## config.mk

```make
export PLATFORM = sky130hd
export DESIGN_NAME = pjq_cell
export DESIGN_NICKNAME = d
export VERILOG_FILES = /design/src/sv/pjq_pkg.sv /design/src/sv/pjq_cell.sv
export SDC_FILE = /design/constraint.sdc
export NUM_CORES = 1
export LEC_CHECK = 0
export BUFFER_PORTS_ARGS = -buffer_cell sky130_fd_sc_hd__buf_2
export CAP_MARGIN = 20
export CORE_UTILIZATION = 38
export DETAILED_ROUTE_END_ITERATION = 12
export HOLD_SLACK_MARGIN = 0.1
export PLACE_DENSITY = 0.82
export SYNTH_ARGS = -nofsm -noshare
export SYNTH_HDL_FRONTEND = slang
export SYNTH_SLANG_ARGS = --single-unit
export TNS_END_PERCENT = 50
```

## constraint.sdc

```tcl
create_clock -name clk -period 2.2 [get_ports clk]
set_input_delay 0 -clock clk [delete_from_list [all_inputs] [get_ports clk]]
set_output_delay 0 -clock clk [all_outputs]
set_load 0.01 [all_outputs]
```

## src/sv/pjq_pkg.sv

```systemverilog
// ----------------------------------------------------------------------------
// pjq_pkg
// Shared types, status codes and constants for the priority job queue.
// ----------------------------------------------------------------------------
package pjq_pkg;

  localparam int unsigned QUEUE_DEPTH_DEF = 128;

  localparam int unsigned ID_W    = 8;
  localparam int unsigned PRIO_W  = 9;
  localparam int unsigned STAT_W  = 3;
  localparam int unsigned COUNT_W = 8;
  localparam int unsigned CAP_W   = 8;

  localparam logic [CAP_W-1:0] CAP_RESET = 8'd128;

  localparam logic [STAT_W-1:0] ST_INSERTED   = 3'd0;
  localparam logic [STAT_W-1:0] ST_BUSY       = 3'd1;
  localparam logic [STAT_W-1:0] ST_DISPATCHED = 3'd2;
  localparam logic [STAT_W-1:0] ST_CANCELLED  = 3'd3;
  localparam logic [STAT_W-1:0] ST_EMPTY      = 3'd4;

  localparam logic FUNC_INSERT  = 1'b0;
  localparam logic FUNC_SERVICE = 1'b1;

  localparam logic signed [PRIO_W-1:0] CANCEL_MARK = -9'sd1;

  typedef struct packed {
    logic        [ID_W-1:0]   id;
    logic signed [PRIO_W-1:0] prio;
  } entry_t;

  typedef struct packed {
    logic insert;
    logic remove;
  } cell_ctrl_t;

endpackage

```

## src/sv/pjq_cell.sv

```systemverilog
// ----------------------------------------------------------------------------
// pjq_cell
// One slot of the sorted queue: shifts right on insert, left on removal.
// ----------------------------------------------------------------------------
module pjq_cell (
  input  logic                clk,
  input  pjq_pkg::cell_ctrl_t ctrl,
  input  logic                valid,
  input  pjq_pkg::entry_t     new_entry,
  input  pjq_pkg::entry_t     left_entry,
  input  logic                left_open,
  input  pjq_pkg::entry_t     right_entry,
  output pjq_pkg::entry_t     entry,
  output logic                open
);
  import pjq_pkg::*;

  entry_t entry_r;
  entry_t entry_nxt;

  // open: the new entry belongs here or further toward the head
  assign open  = !valid || (entry_r.prio < new_entry.prio);
  assign entry = entry_r;

  always_comb begin
    entry_nxt = entry_r;
    if (ctrl.insert && open) begin
      entry_nxt = left_open ? left_entry : new_entry;
    end else if (ctrl.remove) begin
      entry_nxt = right_entry;
    end
  end

  always_ff @(posedge clk) begin
    entry_r <= entry_nxt;
  end

endmodule

```

==> metrics.txt, run 1 <==
CP peak stage delay=0.46 ns; largest area contributor in the netlist=edfxtp_1; drt pass-1 iters=8; final hold vios=0; net switching power=281 uW; H-tree levels=1; Detailed Route WL=3.02 mm; Yosys warning count=0; largest net degree at the start of global routing=26; Comb power frac=0.375; cell-internal power=687 uW; die height=58.2 um; Final period util=1.03; Final Util=0.626; Nets=255; vias per cell=4.55; initial detailed-routing violation count=34; max_cap viols=0; clock group share of total power=0.185; die width=58.2 um; die area=3380 sq um; Vias=1064; ranking of synthesized cells by area=edfxtp_1, mux2_2, mux2_4; CP Buf/Inv Count=1; Fin Hold WS=0.119 ns; leakage=0.000931 uW; switch share=0.290; clk sink count=17; IO buf count=73; Initial Util=0.396; Netlist Area Pre-Place=1200 sq um; relative max-transition margin=0.703; global-route wire length before repair=4.64 mm; slowest cell on the critical path=edfxtp_1; Seq cells post-synth=17; number of fill cells in the layout=268; dpl ws=-0.167 ns; PnR worst setup slack=-0.0753 ns; Avg Cell Area, Syn=12.8 sq um; Period minus WS final=2.28 ns; row count=20; worst min-delay path category=input pin to flip-flop; Root Buffer Master=clkbuf_4; Total Power=968 uW; maximum VDD drop=194 uV; endpoint class of the critical path=flip-flop; Placed Instances=210; Layout Skew=0.00592 ns; Ant. Diodes=0; antenna violations before repair=0; P&R area growth vs syn=58.0%; RD Place Congestion=0.798; count of final setup violators=17; post-synthesis cell count=94; top cells by count, synth=edfxtp_1, mux2_2; CP arrival=2.34 ns; Boundary Pins=74; failing checks=DRC, setup timing; GRT overflow=0; Setup Buffers After CTS=0; Worst-Skew Late Latency=0.30 ns; layout cells sized above 1=0.595; power density over the cells=511 nW/um^2; CTS clk-pin slew, worst paths=0.11 ns; actual transition at the worst max-transition pin=0.445 ns; CP cell instances=ha_4 > a21o_1 > a2111oi_4 > o211ai_2 > a21boi_4 > buf_6 > mux2_4; delay-heaviest family, CP=compound AO/OA/AOI/OAI gates; Crit Path Class=flip-flop to flip-flop; Critical Path RT=2.26 ns; CP Launch Type=flip-flop; All-Layer GR Usage=0.187; max reg flops=17; Antenna Nets Post-Route=0; Max Clock Freq=440 MHz; outcome=finished with violations; WL/cell=12.9 um; clk buf depth=2; sequential element share of the synthesized area=0.426; vias in the first global route=1112; ys async rst share=0; CTS Buf Count=3; Post-synth EDFFs=17; DRC viols=1; CTS tree=yes; CP Max Fanout=6; syn nets=158; post-synth top area share=0.426; Slew Limit Fails=0; Post-synth top flop=edfxtp_1; RSZ-0062 raised after global routing=true; post-synthesis cell type count=21; Post-Layout Cell Count=234; Seq pwr share=0.440; Core Region=3030 sq um; post-DP HPWL=2.01 mm
metrics by stage:
stage                     setup TNS [ns]  area, sq um
after floorplan                    -6.65         1200
after global placement             -3.13         1610
after detailed placement           -5.05         1610
after CTS                          -3.76         1880
after global routing               -3.29         1890
final                              -1.12         1890
power groups by stage:
stage                     Clock [uW]  Combinational (uW)  Sequential [uW]
after floorplan                    0                 173              452
after global placement             0                 300              431
after detailed placement           0                 308              433
after CTS                        177                 358              425
after global routing             191                 394              432
final                            179                 363              426
worst paths after layout:
check | start | endpoint | slack, ns | cells after the start
min reg2reg | entry[7] | entry[11] | 1.21 | 6
min | left_entry[5] | entry[5] | 0.12 | 4
max reg2reg | entry[6] | entry[4] | -0.08 | 7
max | entry[6] | entry[4] | -0.08 | 7
cells by family after synthesis:
family          synth area share
mux                        0.272
flops                      0.426
compound gates             0.111
simple gates              0.0532
buf+inv                   0.0543
fa+ha+maj                 0.0835
cell usage in the layout (no fill, tap or decap), drive strengths merged:
master	netlist	routed
inv	9	9
buf	2	76
o21ai	9	9
dlygate4sd3	0	18
clkinvlp	0	1
a31oi	1	1
edfxtp	17	17
and3	1	1
mux2	26	26
nand3	1	1
nand2	9	9
a2111oi	1	1
nand2b	1	1
and2	1	1
clkbuf	2	3
o211ai	1	1
ha	8	8
a21o	2	2
or2	1	3
a21boi	2	2
cell type report:
class / count / area [sq um] / area share
clock inverters: 1 / 7.51 / 0.00396
flip-flops and latches: 17 / 510 / 0.269
well taps: 44 / 55.1 / 0.0291
clock buffers: 3 / 22.5 / 0.0119
repair buffers: 94 / 579 / 0.306
multi-input cells: 66 / 686 / 0.362
inverters: 9 / 33.8 / 0.0178
per-layer routing:
| metal | up-vias | GRT usage | wire, um | part of all wire |
|---|---|---|---|---|
| li1 | 538 | - | - | - |
| met4 | 0 | 0.0646 | 42 | 0.014 |
| met3 | 6 | 0.0290 | 179 | 0.059 |
| met1 | 466 | 0.207 | 1270 | 0.42 |
| met2 | 54 | 0.358 | 1530 | 0.51 |
| met5 | - | 0 | 0 | 0 |
timing repair:
item	in CTS	in global routing
setup endpoints to repair	34	34
hold buffers	18	0
resized for setup	13	1
hold endpoints to repair	21	0
gates cloned	2	0
pin swaps	7	4
worst register-to-register path: stages, from the launching register on:
cell,delay (ns)
edfxtp_1,0.46
ha_4,0.25
a21o_1,0.18
a2111oi_4,0.29
o211ai_2,0.16
a21boi_4,0.21
buf_6,0.18
mux2_4,0.31
No activity file was read; power rests on OpenSTA's default activity.
==> run 2: changes to the inputs <==
Settings changed: CELL_PAD_IN_SITES_DETAIL_PLACEMENT set to 0, CELL_PAD_IN_SITES_GLOBAL_PLACEMENT set to 2, CORE_UTILIZATION 38 to 22, PLACE_DENSITY 0.82 to 0.81.
==> metrics.txt, run 2 (synthesis gave the netlist of run 1 again) <==
commonest cells after routing, fill and taps aside=buf_2, edfxtp_1, dlygate4sd3_1 (was buf_2, dlygate4sd3_1, mux2_4, edfxtp_1); commonest non-fill, non-tap cell in the layout=buf_2 (unchanged); CTS Buf Count=3 (unchanged); Crit Path Class=flip-flop to flip-flop (unchanged); Core Region=5170 sq um (was 3030 sq um); drt pass-1 iters=4 (was 8); Detailed Route WL=2.98 mm (was 3.02 mm); initial detailed-routing violation count=15 (was 34); Worst-Skew Late Latency=0.25 ns (was 0.30 ns); CP Launch Type=flip-flop (unchanged); Antenna Nets Post-Route=0 (unchanged); row count=26 (was 20); number of fill cells in the layout=521 (was 268); Max Clock Freq=435 MHz (was 440 MHz); IO buf count=73 (unchanged); max_cap viols=0 (unchanged); endpoint class of the critical path=flip-flop (unchanged); CP arrival=2.30 ns (was 2.34 ns); die width=75.8 um (was 58.2 um); Nets=263 (was 255); leakage=0.000967 uW (was 0.000931 uW); CTS clk-pin slew, worst paths=0.06 ns (was 0.11 ns); GRT overflow=0 (unchanged); clock group share of total power=0.224 (was 0.185); Slew Limit Fails=0 (unchanged); Initial Util=0.232 (was 0.396); Seq pwr share=0.407 (was 0.440); DRC viols=0 (was 1); cell-internal power=768 uW (was 687 uW); All-Layer GR Usage=0.110 (was 0.187); die area=5750 sq um (was 3380 sq um); Boundary Pins=74 (unchanged); failing checks=setup timing (was DRC, setup timing); Root Buffer Master=clkbuf_8 (was clkbuf_4); CP peak stage delay=0.42 ns (was 0.46 ns); CP most frequent cell=buf_6; layout cells sized above 1=0.611 (was 0.595); PnR worst setup slack=-0.0980 ns (was -0.0753 ns); Ant. Diodes=0 (unchanged); switch share=0.265 (was 0.290); largest net degree at the start of global routing=26 (unchanged); CP Max Fanout=5 (was 6); antenna violations before repair=0 (unchanged); Period minus WS final=2.30 ns (was 2.28 ns); clk buf depth=2 (unchanged); RSZ-0062 raised after global routing=true (unchanged); RD Place Congestion=0.654 (was 0.798); Comb power frac=0.369 (was 0.375); Critical Path RT=2.20 ns (was 2.26 ns); final hold vios=0 (unchanged); power density over the cells=524 nW/um^2 (was 511 nW/um^2); vias in the first global route=1072 (was 1112); CTS tree=yes (unchanged); Post-Layout Cell Count=268 (was 234); Final period util=1.04 (was 1.03); max reg flops=17 (unchanged); Final Util=0.385 (was 0.626); post-DP HPWL=2.26 mm (was 2.01 mm); Layout Skew=0.00270 ns (was 0.00592 ns); relative max-transition margin=0.699 (was 0.703); WL/cell=11.1 um (was 12.9 um); P&R area growth vs syn=66.3% (was 58.0%); slowest cell on the critical path=edfxtp_1 (unchanged); global-route wire length before repair=4.71 mm (was 4.64 mm); net switching power=276 uW (was 281 uW); maximum VDD drop=186 uV (was 194 uV); dpl ws=-0.221 ns (was -0.167 ns); Vias=1086 (was 1064); Placed Instances=242 (was 210); actual transition at the worst max-transition pin=0.452 ns (was 0.445 ns); worst min-delay path category=input pin to flip-flop (unchanged); clk sink count=17 (unchanged); CP cell instances=ha_4 > a21o_1 > a2111oi_4 > o211ai_2 > a21boi_4 > buf_6 > buf_6 > mux2_4 (was ha_4 > a21o_1 > a2111oi_4 > o211ai_2 > a21boi_4 > buf_6 > mux2_4); H-tree levels=1 (unchanged); count of final setup violators=34 (was 17); die height=75.8 um (was 58.2 um); outcome=finished with violations (unchanged); vias per cell=4.05 (was 4.55)
[run 2: layout make-up]
cell class	count	area, sq um	share of cell area
multi-input combinational	64	649	0.326
timing repair buffer	104	667	0.335
clock buffer	4	45.0	0.0226
sequential	17	510	0.256
tap	70	87.6	0.0439
inverter	9	33.8	0.0169
[run 2: path summary, 6_finish.rpt]
| kind | start | end | slack (ns) | depth (start not counted) |
|---|---|---|---|---|
| max | entry[6] | entry[8] | -0.1 | 8 |
| min | left_entry[7] | entry[7] | 0.16 | 4 |
| max reg2reg | entry[6] | entry[8] | -0.1 | 8 |
| min reg2reg | entry[7] | entry[3] | 1.29 | 7 |
[run 2: timing repair]
item,in CTS,in global routing
endpoints found under the setup margin,34,34
gates resized for setup,9,3
setup buffers,4,2
endpoints found under the hold margin,17,0
hold buffers,17,0
cloned,0,0
pin swaps,3,2
[run 2: power by group through the flow]
stage          registers (uW)  logic, uW  clock network, uW
6_report                  425        385                234
2_1_floorplan             452        173                  0
3_3_place_gp              431        326                  0
3_5_place_dp              432        329                  0
4_1_cts                   425        382                243
5_1_grt                   430        427                256
[run 2: critical path: cells and delay by family (launching register included)]
kind / cells / cell delay, ns
DFF: 1 / 0.42
buffers and inverters: 2 / 0.26
adders and majority gates: 1 / 0.23
muxes: 1 / 0.29
AOI/OAI and AO/OA: 4 / 0.85
[run 2: metal layers]
layer / wire length (um) / track usage / share of wire
met4: 30 / 0.0309 / 0.010
met5: 0 / 0 / 0
met2: 1450 / 0.197 / 0.49
met1: 1190 / 0.121 / 0.40
met3: 303 / 0.0423 / 0.10
[run 2: metrics by stage]
stage          total power [uW]  setup TNS (ns)  cell area (sq um)  hold WS [ns]
2_1_floorplan               625           -6.65               1200         0.218
3_3_place_gp                757           -3.04               1690         0.303
3_5_place_dp                761           -5.28               1690         0.305
4_1_cts                    1050           -4.14               1970         0.158
5_1_grt                    1110           -5.54               1990         0.187
6_report                   1040           -1.71               1990         0.163
==> run 3: changes to the inputs <==
Settings changed: CORE_UTILIZATION 22 to 27, PLACE_DENSITY 0.81 to 0.92.
Clock period 2.2 ns to 2.9 ns, I/O delays scaled along.
==> metrics.txt, run 3 (synthesis gave the netlist of run 1 again) <==
outcome=finished clean (was finished with violations); Ant. Diodes=0 (unchanged); DRC viols=0 (unchanged); Boundary Pins=74 (unchanged); drt pass-1 iters=4 (unchanged); max reg flops=17 (unchanged); commonest non-fill, non-tap cell in the layout=buf_2 (unchanged); RD Place Congestion=0.711 (was 0.654); die area=4710 sq um (was 5750 sq um); final hold vios=0 (unchanged); Detailed Route WL=2.90 mm (was 2.98 mm); Max Clock Freq=400 MHz (was 435 MHz); Initial Util=0.289 (was 0.232); clk sink count=17 (unchanged); clk buf depth=2 (unchanged); initial detailed-routing violation count=16 (was 15); Period minus WS final=2.50 ns (was 2.30 ns); CTS clk-pin slew, worst paths=0.06 ns (about the same); relative max-transition margin=0.694 (was 0.699); Crit Path Class=flip-flop to flip-flop (unchanged); vias per cell=4.36 (was 4.05); commonest cells after routing, fill and taps aside=buf_2, mux2_2, edfxtp_1, dlygate4sd3_1 (was buf_2, edfxtp_1, dlygate4sd3_1); Vias=1030 (was 1086); CTS Buf Count=3 (unchanged); Total Power=740 uW (was 1040 uW); Final period util=0.863 (was 1.04); actual transition at the worst max-transition pin=0.459 ns (was 0.452 ns); layout cells sized above 1=0.581 (was 0.611); RSZ-0062 raised after global routing=false (was true); Slew Limit Fails=0 (unchanged); Layout Skew=0.00103 ns (was 0.00270 ns); max_cap viols=0 (unchanged); Nets=251 (was 263); die height=68.6 um (was 75.8 um); Setup Buffers After CTS=0 (was 4); CP Launch Type=flip-flop (unchanged); largest net degree at the start of global routing=26 (unchanged); CP arrival=2.50 ns (was 2.30 ns); CP Max Fanout=8 (was 5); count of final setup violators=0 (was 34); Worst-Skew Late Latency=0.24 ns (was 0.25 ns); GRT overflow=0 (unchanged); Core Region=4140 sq um (was 5170 sq um); antenna violations before repair=0 (unchanged); All-Layer GR Usage=0.132 (was 0.110); die width=68.6 um (was 75.8 um); worst min-delay path category=input pin to flip-flop (unchanged); endpoint class of the critical path=flip-flop (unchanged); H-tree levels=1 (unchanged); vias in the first global route=1050 (was 1072); Critical Path RT=2.90 ns (was 2.20 ns); P&R area growth vs syn=52.3% (was 66.3%); IO buf count=73 (unchanged); post-DP HPWL=2.28 mm (was 2.26 mm); maximum VDD drop=231 uV (was 186 uV); WL/cell=12.3 um (was 11.1 um); Antenna Nets Post-Route=0 (unchanged); Root Buffer Master=clkbuf_8 (unchanged); setup TNS=0 ns (was -1.71 ns); global-route wire length before repair=4.46 mm (was 4.71 mm); row count=23 (was 26); CTS tree=yes (unchanged); power density over the cells=405 nW/um^2 (was 524 nW/um^2); leakage=0.000889 uW (was 0.000967 uW)
## run 3: layer usage
metal	global-route usage	wire length (um)	up-vias
met4	0.0547	25	0
li1	-	-	526
met3	0.0592	355	2
met5	0	0	-
met2	0.224	1400	49
met1	0.143	1120	453
## run 3: metrics by stage
stage	utilization	instances	instance area (sq um)	hold slack, ns	setup slack, ns
after floorplan	-	94	1200	0.218	0.389
after global placement	0.389	215	1610	0.301	0.422
after detailed placement	0.389	215	1610	0.304	0.373
after CTS	0.441	236	1830	0.162	0.367
after global routing	0.441	236	1830	0.179	0.257
final	0.441	236	1830	0.168	0.397
## run 3: worst max-delay path, stage by stage (launching register included)
cell	delay (ns)
edfxtp_1	0.39
ha_1	0.29
a21o_1	0.18
a2111oi_4	0.35
o211ai_2	0.16
a21boi_4	0.30
buf_4	0.24
mux2_2	0.34
## run 3: power by group
group | switching, uW | leakage [uW] | internal [uW]
registers | 11.4 | 0.000171 | 311
clock network | 74.0 | 0.0000228 | 97.2
logic | 108 | 0.000695 | 138
## run 3: layout make-up
cell class,instances,area (sq um)
repair buffers,92,551
clock buffers,4,45.0
well taps,50,62.6
inverters,9,33.8
flip-flops and latches,17,510
fillers,406,2320
multi-input cells,64,623
## run 3: timing repair
item | 4_1_cts | 5_1_grt
hold buffers | 17 | 0
hold endpoints to repair | 17 | 0
resized for setup | 0 | 0
endpoints found under the setup margin | 0 | 0
## run 3: final timing paths
path / slack [ns] / endpoint / start / cells past startpoint
min: 0.17 / entry[1] / left_entry[1] / 4
max: 0.40 / entry[1] / entry[6] / 7
min reg2reg: 1.08 / entry[7] / entry[7] / 5
max reg2reg: 0.40 / entry[1] / entry[6] / 7
